==> config.mk <==
export PLATFORM = sky130hd
export DESIGN_NAME = integer_to_decimal_text_core
export DESIGN_NICKNAME = d
export VERILOG_FILES = /design/src/rtl/idt_pkg.sv /design/src/rtl/idt_ctrl.sv /design/src/rtl/idt_datapath.sv /design/src/rtl/integer_to_decimal_text_core.sv
export SDC_FILE = /design/constraint.sdc
export NUM_CORES = 1
export LEC_CHECK = 0
export BUFFER_PORTS_ARGS = -buffer_cell sky130_fd_sc_hd__buf_2
export CAP_MARGIN = 40
export CORE_MARGIN = 3
export CORE_UTILIZATION = 55
export CTS_BUF_LIST = sky130_fd_sc_hd__clkbuf_8
export DETAILED_ROUTE_END_ITERATION = 10
export GPL_TIMING_DRIVEN = 0
export PLACE_DENSITY = 0.78
export SYNTH_ARGS = -nofsm -noshare
export SYNTH_HDL_FRONTEND = slang
export SYNTH_HIERARCHICAL = 1
export SYNTH_SLANG_ARGS = --single-unit
==> constraint.sdc <==
create_clock -name i_clk -period 6.3 [get_ports i_clk]
set_input_delay 0 -clock i_clk [delete_from_list [all_inputs] [get_ports i_clk]]
set_output_delay 0 -clock i_clk [all_outputs]
set_load 0.005 [all_outputs]
==> src/rtl/idt_pkg.sv <==
package idt_pkg;

    localparam int VALUE_WIDTH_DEF = 64;
    localparam int MAX_CHARS_DEF   = 20;
    localparam int IN_DATA_W       = 64;
    localparam int CHAR_W          = 8;

    localparam logic [CHAR_W-1:0] CHAR_ZERO  = 8'd48;
    localparam logic [CHAR_W-1:0] CHAR_MINUS = 8'd45;

    typedef enum logic [1:0] {
        S_IDLE,
        S_CONV,
        S_LEAD,
        S_EMIT
    } t_state;

    typedef struct packed {
        logic load;
        logic step;
        logic lead;
        logic adv;
    } t_cmd;

    typedef struct packed {
        logic conv_last;
        logic char_last;
    } t_status;

endpackage

==> src/rtl/idt_ctrl.sv <==
module idt_ctrl (
    input  logic              i_clk,
    input  logic              i_rst_n,
    input  logic              i_in_valid,
    input  logic              i_out_ready,
    input  idt_pkg::t_status  i_status,
    output logic              o_in_ready,
    output logic              o_out_valid,
    output idt_pkg::t_cmd     o_cmd
);

    idt_pkg::t_state r_state;
    idt_pkg::t_state n_state;

    always_ff @(posedge i_clk) begin
        if (!i_rst_n) begin
            r_state <= idt_pkg::S_IDLE;
        end else begin
            r_state <= n_state;
        end
    end

    always_comb begin
        n_state = r_state;
        unique case (r_state)
            idt_pkg::S_IDLE: begin
                if (i_in_valid) begin
                    n_state = idt_pkg::S_CONV;
                end
            end
            idt_pkg::S_CONV: begin
                if (i_status.conv_last) begin
                    n_state = idt_pkg::S_LEAD;
                end
            end
            idt_pkg::S_LEAD: begin
                n_state = idt_pkg::S_EMIT;
            end
            idt_pkg::S_EMIT: begin
                if (i_out_ready && i_status.char_last) begin
                    n_state = idt_pkg::S_IDLE;
                end
            end
            default: begin
                n_state = idt_pkg::S_IDLE;
            end
        endcase
    end

    always_comb begin
        o_in_ready  = 1'b0;
        o_out_valid = 1'b0;
        o_cmd       = '0;
        unique case (r_state)
            idt_pkg::S_IDLE: begin
                o_in_ready = 1'b1;
                o_cmd.load = i_in_valid;
            end
            idt_pkg::S_CONV: begin
                o_cmd.step = 1'b1;
            end
            idt_pkg::S_LEAD: begin
                o_cmd.lead = 1'b1;
            end
            idt_pkg::S_EMIT: begin
                o_out_valid = 1'b1;
                o_cmd.adv   = i_out_ready;
            end
            default: begin
                o_cmd = '0;
            end
        endcase
    end

endmodule

==> src/rtl/idt_datapath.sv <==
module idt_datapath #(
    parameter int VALUE_WIDTH = idt_pkg::VALUE_WIDTH_DEF,
    parameter int MAX_CHARS   = idt_pkg::MAX_CHARS_DEF
) (
    input  logic                           i_clk,
    input  idt_pkg::t_cmd                  i_cmd,
    input  logic [idt_pkg::IN_DATA_W-1:0]  i_value,
    output idt_pkg::t_status               o_status,
    output logic [idt_pkg::CHAR_W-1:0]     o_char
);

    // Enough decimal digits for a magnitude of up to 2^(VALUE_WIDTH-1).
    localparam int NDIG  = (VALUE_WIDTH * 31) / 100 + 1;
    localparam int IDX_W = $clog2(NDIG);
    localparam int BIT_W = $clog2(VALUE_WIDTH);
    localparam int CNT_W = $clog2(NDIG + MAX_CHARS + 2);

    logic [VALUE_WIDTH-1:0] r_mag;
    logic [NDIG*4-1:0]      r_bcd;
    logic [BIT_W-1:0]       r_bitcnt;
    logic                   r_neg;
    logic                   r_sign_pend;
    logic [IDX_W-1:0]       r_idx;
    logic [CNT_W-1:0]       r_left;

    logic [VALUE_WIDTH-1:0] raw;
    logic [NDIG*4-1:0]      adj;
    logic [IDX_W-1:0]       msd;
    logic [CNT_W-1:0]       len;
    logic [3:0]             cur_digit;

    assign raw = i_value[VALUE_WIDTH-1:0];

    // Shift-and-add-3: every digit of five or more is corrected before the shift.
    always_comb begin
        for (int i = 0; i < NDIG; i++) begin
            if (r_bcd[i*4 +: 4] >= 4'd5) begin
                adj[i*4 +: 4] = r_bcd[i*4 +: 4] + 4'd3;
            end else begin
                adj[i*4 +: 4] = r_bcd[i*4 +: 4];
            end
        end
    end

    // Position of the most significant non-zero digit; zero keeps one digit.
    always_comb begin
        msd = '0;
        for (int i = 0; i < NDIG; i++) begin
            if (r_bcd[i*4 +: 4] != 4'd0) begin
                msd = IDX_W'(i);
            end
        end
    end

    assign len = CNT_W'(r_neg) + CNT_W'(msd) + CNT_W'(1);

    always_ff @(posedge i_clk) begin
        if (i_cmd.load) begin
            r_neg    <= raw[VALUE_WIDTH-1];
            r_mag    <= raw[VALUE_WIDTH-1] ? (~raw + VALUE_WIDTH'(1)) : raw;
            r_bcd    <= '0;
            r_bitcnt <= '0;
        end
        if (i_cmd.step) begin
            r_bcd    <= {adj[NDIG*4-2:0], r_mag[VALUE_WIDTH-1]};
            r_mag    <= {r_mag[VALUE_WIDTH-2:0], 1'b0};
            r_bitcnt <= r_bitcnt + BIT_W'(1);
        end
        if (i_cmd.lead) begin
            r_sign_pend <= r_neg;
            r_idx       <= msd;
            r_left      <= (len > CNT_W'(MAX_CHARS)) ? CNT_W'(MAX_CHARS) : len;
        end
        if (i_cmd.adv) begin
            if (r_sign_pend) begin
                r_sign_pend <= 1'b0;
            end else begin
                r_idx <= r_idx - IDX_W'(1);
            end
            r_left <= r_left - CNT_W'(1);
        end
    end

    assign cur_digit = r_bcd[r_idx*4 +: 4];
    assign o_char    = r_sign_pend ? idt_pkg::CHAR_MINUS
                                   : (idt_pkg::CHAR_ZERO + {4'd0, cur_digit});

    assign o_status.conv_last = (r_bitcnt == BIT_W'(VALUE_WIDTH - 1));
    assign o_status.char_last = (r_left == CNT_W'(1));

endmodule

==> src/rtl/integer_to_decimal_text_core.sv <==
// Converts one signed integer per input beat into its decimal ASCII text, sent
// one character per output beat, most significant digit first, with a leading
// '-' for negative values and tlast on the final character. The low VALUE_WIDTH
// bits of the input are taken as a two's-complement number, and the text is cut
// after MAX_CHARS characters. An item is loaded, converted to BCD by bit-serial
// shift-and-add-3 conversion, its leading digit is found, and then its text is
// sent one character per cycle while the output is not stalled. The next value
// is accepted once the last character has been taken.
module integer_to_decimal_text_core #(
    parameter int VALUE_WIDTH = idt_pkg::VALUE_WIDTH_DEF,
    parameter int MAX_CHARS   = idt_pkg::MAX_CHARS_DEF
) (
    input  logic                           i_clk,
    input  logic                           i_rst_n,
    input  logic                           i_s_tvalid,
    output logic                           o_s_tready,
    input  logic [idt_pkg::IN_DATA_W-1:0]  i_s_tdata,   // [63:0] value
    output logic                           o_m_tvalid,
    input  logic                           i_m_tready,
    output logic [idt_pkg::CHAR_W-1:0]     o_m_tdata,   // [7:0] char_code
    output logic                           o_m_tlast
);

    idt_pkg::t_cmd    cmd;
    idt_pkg::t_status status;

    idt_ctrl u_ctrl (
        .i_clk       (i_clk),
        .i_rst_n     (i_rst_n),
        .i_in_valid  (i_s_tvalid),
        .i_out_ready (i_m_tready),
        .i_status    (status),
        .o_in_ready  (o_s_tready),
        .o_out_valid (o_m_tvalid),
        .o_cmd       (cmd)
    );

    idt_datapath #(
        .VALUE_WIDTH (VALUE_WIDTH),
        .MAX_CHARS   (MAX_CHARS)
    ) u_datapath (
        .i_clk    (i_clk),
        .i_cmd    (cmd),
        .i_value  (i_s_tdata),
        .o_status (status),
        .o_char   (o_m_tdata)
    );

    assign o_m_tlast = status.char_last;

endmodule

==> run_results.csv, run 1 <==
group,metric,value,unit
floorplanning,die_h,148.5,um
floorplanning,dieArea,0.02206,mm2
clocking,clockBufferDepth,2,
worst_setup_path,worst-setup-path-type,"reg -> reg",
timing,clock_skew,0.01432,ns
clocking,cts_made_buffers,17,
hold_path,hold_path_class,"in -> reg",
clocking,cts_tree,"done",
clocking,cts-resized-gates,0,
yosys,synthArstFlopShare,0,%
timing,final-setup-viol-count,0,
place,placed_cell_area,0.01193,mm2
timing,finalCritPeriodShare,61.31,%
global_route,grt_first_pass_wirelength,44.01,mm
timing,finalSetupTns,0,ns
worst_setup_path,cp-start-kind,"register",
floorplanning,initial_core_util,56.66,%
route,wl_per_cell,17.73,um
route,drt_iter0_markers,935,
clocking,cts-root-buf,"clkbuf_8",
timing,holdWs,0.01538,ns
global_route,grt_pass1_vias,8993,
clocking,cts_max_level,4,
timing,rsz0062_at_grt,"no",
pwr,ir_drop,0.3102,mV
worst_setup_path,worst_path_largest_cell_delay,0.49,ns
worst_setup_path,r2r_slack,2.44,ns
timing,slew_violations,0,
pwr,finalPower,5.938,mW
worst_setup_path,path_buf_inv,2,
clocking,cts.sink_count,165,
yosys,synth_edf_count,156,
worst_setup_path,slowest_stage,"or3b_2",
global_route,antenna_found_initial,0,
place,dpl.hpwl,18.30,mm
worst_setup_path,reg2reg_depth,13,
layout,post-route-cell-area,0.01301,mm2
clocking,clock_latency,0.45,ns
worst_setup_path,path_cells,"inv_1, ha_1, nor3b_1, or3b_2, a31o_2, a31oi_1, ha_1, inv_1, ha_1, nor2b_1, nand3_1, a31oi_1, a2111oi_1",
worst_setup_path,critPathRequiredTime,6.54,ns
global_route,track_usage,24.76,%
layout,fin_nets,1383,
timing,finalHoldViolCount,0,
clocking,path_clk_slew,0.10,ns
status,outcome,"complete, no violations",
worst_setup_path,rr_endpoint,"u_datapath/r_left[0]",
yosys,synth_ff_type,"edfxtp_1",
hold_path,whs_endpoint,"u_datapath/r_mag[10]",
place,dp.cells,1442,
route,viasPerCell,5.942,
layout,drive_above_1_share,13.34,%
global_route,grt_max_degree,58,
yosys,ys_seq_elements,165,
layout,final_util,65.97,%
layout,synthToLayoutAreaGrowth,16.43,%
floorplanning,core.rowCount,51,
floorplanning,core_area,0.01972,mm2
yosys,synth_area,0.01117,mm2
route,drcViolationCount,0,
floorplanning,die_x,148.5,um
timing,slew_headroom,44.57,%
worst_setup_path,worstPathArrival,4.10,ns
route,antenna_left,0,
hold_path,whs_path_depth,3,
pwr,p_leak,4.848,nW
worst_setup_path,path_common_cell,"ha_1",
place,io_buffers,75,
place,dp_worst_setup_slack,2.536,ns
timing,tightest_slew,0.8314,ns
route,wirelength,27.28,mm
worst_setup_path,cp_max_fo,5,
worst_setup_path,r2r_start,"u_datapath/r_bcd[20]",
yosys,synth_cells,1099,
yosys,yosys_warnings,6,
yosys,yosysSeqAreaShare,43.54,%
layout,antennaDiodeCount,0,
place,gp_congestion,0.8735,
yosys,ys_types,68,
worst_setup_path,crit_path_end_kind,"register",
route,drt_first_pass_iters,7,
global_route,grt_overflow,0,
layout,final_cells,1539,
floorplanning,ioPinCount,79,
yosys,syn_avg_cell_area,10.17,um2
hold_path,hp-start,"i_s_tdata[10]",
worst_setup_path,cpLargestDelayFamily,"simple AND/OR/NAND/NOR gates",
timing,fin_crit,3.863,ns
pwr,power.density,456.5,mW/mm2
job,cap_violations,0,
timing,setup_ws,2.437,ns
worst_setup_path,crit_cells,13,
route,vias,9145,
timing,clock.fmax,258.9,MHz
==> state kept, by name (all words and copies together), names as in the netlist <==
name                    flops
u_datapath/r_idx            5
u_datapath/r_bitcnt         6
u_datapath/r_bcd           80
u_datapath/r_sign_pend      1
u_ctrl/r_state              2
u_datapath/r_neg            1
u_datapath/r_mag           64
u_datapath/r_left           6
==> worst min-delay path, delay by kind of cell <==
family                 cells  cell delay (ns)
buffers and inverters      1             0.11
XOR/XNOR                   1             0.08
AO/OA/AOI/OAI              1             0.16
==> report_power, final <==
part           internal, mW  total [mW]  switching, mW
logic                  1.13        2.63           1.49
registers              1.99        2.48          0.486
clock network         0.428       0.830          0.402
==> synth_stat cells, types with 4 or more instances <==
| master | count | share of area, % |
|---|---|---|
| a211o_1 | 5 | 0.39 |
| a21boi_0 | 22 | 1.5 |
| a21oi_1 | 28 | 1.3 |
| a22oi_1 | 4 | 0.27 |
| a31oi_1 | 8 | 0.45 |
| and2_1 | 48 | 2.7 |
| clkbuf_1 | 37 | 1.2 |
| dfxtp_1 | 9 | 1.6 |
| edfxtp_1 | 156 | 42 |
| ha_1 | 54 | 6.0 |
| inv_1 | 58 | 1.9 |
| mux2i_1 | 6 | 0.54 |
| mux4_2 | 24 | 4.8 |
| nand2_1 | 145 | 4.9 |
| nand2b_1 | 30 | 1.7 |
| nand3_1 | 21 | 0.94 |
| nand4_1 | 8 | 0.45 |
| nor2_1 | 43 | 1.4 |
| nor2b_1 | 8 | 0.45 |
| nor3_1 | 14 | 0.63 |
| nor3_2 | 5 | 0.45 |
| nor3b_1 | 30 | 2.0 |
| nor4_1 | 4 | 0.22 |
| o21ai_0 | 105 | 4.7 |
| o21ai_1 | 10 | 0.45 |
| o31ai_1 | 19 | 1.3 |
| o41ai_1 | 10 | 0.78 |
| o41ai_2 | 4 | 0.58 |
| or2_2 | 5 | 0.28 |
| or3_1 | 11 | 0.62 |
| or3b_2 | 5 | 0.39 |
| or4_1 | 6 | 0.40 |
| or4_4 | 4 | 0.40 |
| xnor2_1 | 27 | 2.1 |
| xor2_1 | 72 | 5.6 |
==> placed cells by master, fill, tap and decap left out, types with 9 or more instances in the layout <==
cell	synthesis	final
o21ai_1	10	10
dfxtp_1	9	9
a21oi_1	28	28
inv_1	58	60
mux4_2	24	24
nand2b_1	30	30
nand3_1	21	21
and2_1	48	48
a21boi_0	22	22
ha_1	54	54
clkbuf_8	0	17
o41ai_1	10	10
nor2_1	43	43
edfxtp_1	156	156
or3_1	11	11
nand2_1	145	145
dlygate4sd3_1	0	65
xor2_1	72	72
buf_2	1	76
o31ai_1	19	19
nor3_1	14	14
o21ai_0	105	105
xnor2_1	27	27
nor3b_1	30	30
clkbuf_1	37	37
==> area by class of cell <==
type                       count  area [um2]
tap                          265       331.6
fill                        1483        6710
timing repair buffer         142        1074
multi-input combinational    832        5892
clock buffer                  17       234.0
sequential                   165        4865
buffer                        45       203.9
clock inverter                15       190.2
inverter                      58       217.7
==> what timing repair did <==
action / CTS / global route
buffers inserted: 0 / 0
hold buffers: 65 / 0
endpoints found under the hold margin: 63 / 0
==> how the worst max path moves through the flow <==
stage	from	end	slack, ns
detailed placement	u_datapath/r_bcd[12]	u_datapath/r_left[0]	2.54
floorplan	u_ctrl/r_state[1]	u_datapath/r_bcd[0]	2.91
global placement	u_ctrl/r_state[1]	u_datapath/r_bcd[42]	1.55
global route	u_datapath/r_bcd[21]	u_datapath/r_left[0]	2.22
CTS	u_datapath/r_bcd[20]	u_datapath/r_left[0]	2.50
finish	u_datapath/r_bcd[20]	u_datapath/r_left[0]	2.44
==> cell families after synthesis <==
kind of cell             count (synthesis)  share of synthesized area, %
adder cells (fa/ha/maj)                 54                         6.048
flip-flops                             165                         43.54
buffers and inverters                  103                         3.774
AO/OA/AOI/OAI                          237                         13.33
multiplexers                            30                         5.376
XOR/XNOR                                99                         7.761
other                                    2                       0.06722
AND/OR/NAND/NOR                        409                         20.10
==> layer usage <==
layer / vias to the layer above / wire, um / track usage, %
met5: - / 0 / 0
met4: 0 / 807 / 9.238
met3: 79 / 2003 / 5.302
met2: 423 / 13300 / 42.26
met1: 4340 / 11170 / 31.04
li1: 4303 / - / -
No activity file was read; power rests on OpenSTA's default activity.
==> run 2, diff against run 1 <==
==> constraint.sdc (replaced) <==
create_clock -name i_clk -period 3.9 [get_ports i_clk]
set_input_delay 0 -clock i_clk [delete_from_list [all_inputs] [get_ports i_clk]]
set_output_delay 0 -clock i_clk [all_outputs]
set_load 0.005 [all_outputs]
==> run 2 against run 1 <==
Core utilization increased by 0.14 points. Non-clock buffer count unchanged. Flip-flop and latch count unchanged. Highest routed layer unchanged. Largest power group unchanged. Critical path type unchanged.
==> run_results.csv, run 2 (same netlist as run 1, synthesis figures left out) <==
group,metric,value,unit
route,wl_per_cell,17.71,um
worst_setup_path,critPathRequiredTime,4.16,ns
timing,clock.fmax,272.5,MHz
timing,slew_headroom,44.03,%
layout,largest-register,"u_datapath/r_bcd",
route,drt_iter0_markers,862,
hold_path,hold_path_class,"in -> reg",
clocking,clock_latency,0.45,ns
route,vias,9136,
floorplanning,die_h,148.5,um
place,placed_cell_area,0.01193,mm2
job,cap_violations,0,
clocking,cts.sink_count,165,
floorplanning,initial_core_util,56.66,%
global_route,grt_max_degree,58,
timing,holdWs,0.01227,ns
layout,drive_above_1_share,13.74,%
place,dpl.hpwl,18.30,mm
pwr,p_leak,4.856,nW
clocking,cts_setup_buffers,0,
layout,reg_top3,"u_datapath/r_bcd (80), u_datapath/r_mag (64)",
hold_path,hp-start,"i_s_tdata[10]",
global_route,grt_pass1_vias,8993,
clocking,cts-root-buf,"clkbuf_8",
floorplanning,dieArea,0.02206,mm2
clocking,clockBufferDepth,2,
global_route,antenna_found_initial,0,
timing,clock_skew,0.01333,ns
pwr,ir_drop,0.5011,mV
floorplanning,die_x,148.5,um
worst_setup_path,cp-start-kind,"register",
worst_setup_path,r2r_slack,0.23,ns
global_route,grt_first_pass_wirelength,44.01,mm
clocking,path_clk_slew,0.09,ns
worst_setup_path,r2r_start,"u_datapath/r_bcd[12]",
hold_path,whs_path_depth,3,
layout,final_cell_mix,"edfxtp_1 (156), nand2_1 (145), o21ai_0 (105), buf_2 (76), xor2_1 (72)",
pwr,power.density,737.6,mW/mm2
worst_setup_path,reg2reg_depth,13,
pwr,finalPower,9.615,mW
floorplanning,core_area,0.01972,mm2
clocking,cts_max_level,4,
floorplanning,ioPinCount,79,
place,gp_congestion,0.8735,
route,drt_first_pass_iters,5,
timing,slew_violations,0,
timing,final-setup-viol-count,0,
layout,nFillCells,1476,
layout,antennaDiodeCount,0,
timing,finalHoldViolCount,0,
route,antenna_left,0,
layout,post-route-cell-area,0.01304,mm2
hold_path,whs_endpoint,"u_datapath/r_mag[10]",
worst_setup_path,worst-setup-path-type,"reg -> reg",
worst_setup_path,rr_endpoint,"u_datapath/r_left[0]",
layout,synthToLayoutAreaGrowth,16.68,%
place,io_buffers,75,
layout,final_common_cell,"edfxtp_1",
global_route,grt_overflow,0,
route,wirelength,27.26,mm
layout,largest_reg_flops,80,
layout,fin_nets,1383,
timing,rsz0062_at_grt,"no",
global_route,track_usage,24.76,%
clocking,cts_made_buffers,17,
worst_setup_path,cp_max_fo,5,
route,drcViolationCount,0,
timing,finalCritPeriodShare,94.11,%
worst_setup_path,crit_path_end_kind,"register",
clocking,cts_tree,"done",
status,outcome,"complete, no violations",
route,viasPerCell,5.936,
timing,fin_crit,3.670,ns
worst_setup_path,worstPathArrival,3.93,ns
timing,tightest_slew,0.8396,ns
floorplanning,core.rowCount,51,
run 2: area by class of cell:
cell class | instances | area, um2 | area share [%]
Clock inverter | 15 | 190.2 | 1.459
Multi-Input combinational cell | 832 | 5919 | 45.41
Buffer | 45 | 203.9 | 1.565
Inverter | 58 | 217.7 | 1.670
Clock buffer | 17 | 234.0 | 1.795
Sequential cell | 165 | 4865 | 37.32
Tap cell | 265 | 331.6 | 2.544
Timing Repair Buffer | 142 | 1074 | 8.236
run 2: power by group:
group          internal [mW]  leakage, nW  switching [mW]  total (mW)
Sequential              3.22         1.66           0.789        4.01
Clock                  0.692        0.212           0.651        1.34
Combinational           1.84         2.98            2.42        4.26
run 2: repair_timing:
action | in CTS | in global routing
setup endpoints to repair | 0 | 3
endpoints found under the hold margin | 63 | 0
hold buffers | 65 | 0
resized for setup | 0 | 6
run 2: metrics by stage:
stage          cells  utilization, %  worst slack [ns]  TNS (ns)
2_1_floorplan   1100               -            0.5100         0
4_1_cts         1539           65.97           0.09671         0
3_5_place_dp    1442           60.52            0.1363         0
5_1_grt         1539           66.11           0.06090         0
6_report        1539           66.11            0.2299         0
3_3_place_gp    1440           60.26           -0.8502   -125.69
run 2: how the worst max path moves through the flow:
stage                     slack (ns)                 start                   end
after floorplan                 0.51     u_ctrl/r_state[1]   u_datapath/r_bcd[0]
after global placement         -0.85     u_ctrl/r_state[1]  u_datapath/r_bcd[42]
after detailed placement        0.14  u_datapath/r_bcd[12]  u_datapath/r_left[0]
after CTS                        0.1  u_datapath/r_bcd[20]  u_datapath/r_left[0]
after global routing            0.06  u_datapath/r_bcd[72]  u_datapath/r_left[1]
final                           0.23  u_datapath/r_bcd[12]  u_datapath/r_left[0]
run 2: critical path, stage by stage (launching register included):
cell and delay, ns:
edfxtp_1 0.47, inv_1 0.10, ha_1 0.22, or3b_2 0.48
or3b_2 0.45, a31o_2 0.25, a31oi_2 0.29, ha_1 0.24
inv_1 0.07, ha_1 0.22, nor2b_1 0.16, nand3_1 0.10
a31oi_1 0.08, a2111oi_2 0.37
run 2: metal layers:
metal	track usage, %	wire (um)	part of all wire, %
met5	0	0	0
met4	9.238	810	3.0
met3	5.302	1903	7.0
met2	42.26	13260	49
met1	31.04	11290	41
==> run 3, diff against run 2 <==
--- a/config.mk
+++ b/config.mk
@@ -7,7 +7,6 @@
 export LEC_CHECK = 0
 export BUFFER_PORTS_ARGS = -buffer_cell sky130_fd_sc_hd__buf_2
 export CAP_MARGIN = 40
-export CORE_MARGIN = 3
 export CORE_UTILIZATION = 55
 export CTS_BUF_LIST = sky130_fd_sc_hd__clkbuf_8
 export DETAILED_ROUTE_END_ITERATION = 10
==> constraint.sdc (replaced) <==
create_clock -name i_clk -period 3.9 [get_ports i_clk]
set_input_delay 0.195 -clock i_clk [delete_from_list [all_inputs] [get_ports i_clk]]
set_output_delay 0.195 -clock i_clk [all_outputs]
set_load 0.005 [all_outputs]
==> run 3 against run 2 <==
Critical path depth unchanged. Core utilization shrank 3.4 points. Via count down 4.8%. Hold slack gained 0.086 ns. First-iteration DRC count is 25% lower. Die area is 5.3% lower. Flip-flop and latch count unchanged. Total power down 2.5%. Clock power decreased by 10%. Clock-buffer cell count stayed put. Combinational power decreased by 2%. Sequential power hardly changed.
==> run_results.csv, run 3 (same netlist as run 1, synthesis figures left out) <==
group,metric,value,unit
timing,clock_skew,0.01574,ns
global_route,antenna_found_initial,0,
layout,final_cells,1477,
status,outcome,"complete, no violations",
pwr,ir_drop,0.6094,mV
worst_setup_path,worst-setup-path-type,"reg -> reg",
floorplanning,dieArea,0.02089,mm2
timing,tightest_slew,0.7272,ns
timing,finalCritPeriodShare,95.71,%
pwr,power.density,758.3,mW/mm2
timing,setup_ws,0.1675,ns
layout,largest_reg_flops,80,
clocking,clockBufferDepth,2,
clocking,cts-root-buf,"clkbuf_8",
worst_setup_path,crit_path_end_kind,"register",
layout,final_common_cell,"edfxtp_1",
worst_setup_path,critPathRequiredTime,4.11,ns
layout,reg_top3,"u_datapath/r_bcd (80), u_datapath/r_mag (64)",
route,viasPerCell,5.888,
route,antenna_left,0,
route,wl_per_cell,17.24,um
layout,multi_input_area,0.005913,mm2
route,vias,8696,
timing,finalSetupTns,0,ns
clocking,cts.sink_count,165,
floorplanning,initial_core_util,56.66,%
global_route,grt_overflow,0,
floorplanning,die_x,144.5,um
layout,regArea,0.004865,mm2
layout,synthToLayoutAreaGrowth,10.62,%
layout,final_cell_mix,"edfxtp_1 (156), nand2_1 (145), o21ai_0 (105), buf_2 (76), xor2_1 (72)",
timing,final-setup-viol-count,0,
place,dp_worst_setup_slack,0.1870,ns
floorplanning,core_area,0.01972,mm2
global_route,grt_max_degree,61,
route,wirelength,25.47,mm
route,drt_iter0_markers,644,
global_route,grt_pass1_vias,8122,
route,drcViolationCount,0,
hold_path,hold_path_class,"in -> reg",
worst_setup_path,cp-start-kind,"register",
clocking,cts_tree,"done",
timing,slew_headroom,51.52,%
place,io_buffers,75,
layout,post-route-cell-area,0.01236,mm2
clocking,clock_latency,0.47,ns
layout,largest-register,"u_datapath/r_bcd",
pwr,p_leak,4.564,nW
global_route,track_usage,25.39,%
pwr,finalPower,9.371,mW
clocking,path_clk_slew,0.10,ns
worst_setup_path,worstPathArrival,3.94,ns
floorplanning,core.rowCount,51,
timing,slew_violations,0,
layout,fin_nets,1321,
route,drt_first_pass_iters,5,
layout,antennaDiodeCount,0,
layout,drive_above_1_share,14.52,%
floorplanning,die_h,144.5,um
clocking,cts_max_level,4,
place,dp.cells,1442,
floorplanning,ioPinCount,79,
place,gp_congestion,0.9110,
job,cap_violations,0,
timing,fin_crit,3.733,ns
place,placed_cell_area,0.01194,mm2
worst_setup_path,cp_max_fo,5,
clocking,cts_made_buffers,17,
global_route,grt_first_pass_wirelength,40.79,mm
timing,finalHoldViolCount,0,
timing,clock.fmax,267.9,MHz
place,dpl.hpwl,18.32,mm
layout,nFillCells,1569,
## run 3: cell count changes in the layout (fill, tap and decap cells not counted), moves of 2 or more
cell | before | now
bufinv_16 | 4 | 1
clkinv_4 | 2 | 4
dlygate4sd3_1 | 65 | 3
inv_1 | 60 | 58
inv_6 | 1 | 3
## run 3: through the flow
stage,util [%],hold WS (ns)
after floorplan,-,0.2939
after global placement,60.26,0.4095
after detailed placement,60.56,0.4090
after CTS,62.57,0.07479
after global routing,62.68,0.08874
final,62.68,0.09823
## run 3: area by class of cell
class                      count  share of cell area, %
multi-input combinational    832                  47.85
inverter                      58                  1.762
clock buffer                  17                  1.893
timing repair buffer          80                  3.726
buffer                        45                  1.650
tap                          265                  2.683
clock inverter                15                  1.073
sequential                   165                  39.36
## run 3: repair_timing
item | 4_1_cts | 5_1_grt
endpoints found under the hold margin | 4 | 0
endpoints found under the setup margin | 0 | 2
hold buffers | 3 | 0
gates resized for setup | 0 | 4
setup buffers | 0 | 0
## run 3: final timing paths
check,startpoint,end,slack (ns),cells after the start
worst min register to register,u_ctrl/r_state[0],u_ctrl/r_state[0],0.51,2
worst max register to register,u_datapath/r_bcd[64],u_datapath/r_left[0],0.17,13
worst min-delay path,i_s_tdata[32],u_datapath/r_mag[32],0.1,3
worst max-delay path,u_datapath/r_bcd[64],u_datapath/r_left[0],0.17,13
## run 3: layer usage
layer  vias to the layer above  global-route usage (%)  wire (um)
li1                       4174                       -          -
met1                      4173                   33.49      11120
met2                       305                   41.17      12180
met5                         -                       0          0
met3                        44                   4.570       1614
met4                         0                   10.42        555
## run 3: critical path, stage by stage (launching register included)
cell and delay, ns:
edfxtp_1 0.50, inv_1 0.13, ha_1 0.15, nor3b_1 0.41, nand2_1 0.22, a2111oi_0 0.61, a31oi_2 0.24, ha_1 0.26
inv_1 0.08, ha_1 0.20, nor2b_1 0.19, nand3_1 0.10, a31oi_1 0.29, a2111oi_2 0.10
## run 3: where the power goes
group,leakage [nW],internal (mW),switching (mW)
clock network,0.180,0.507,0.694
logic,2.72,1.79,2.38
registers,1.66,3.22,0.784
total,4.56,5.52,3.85
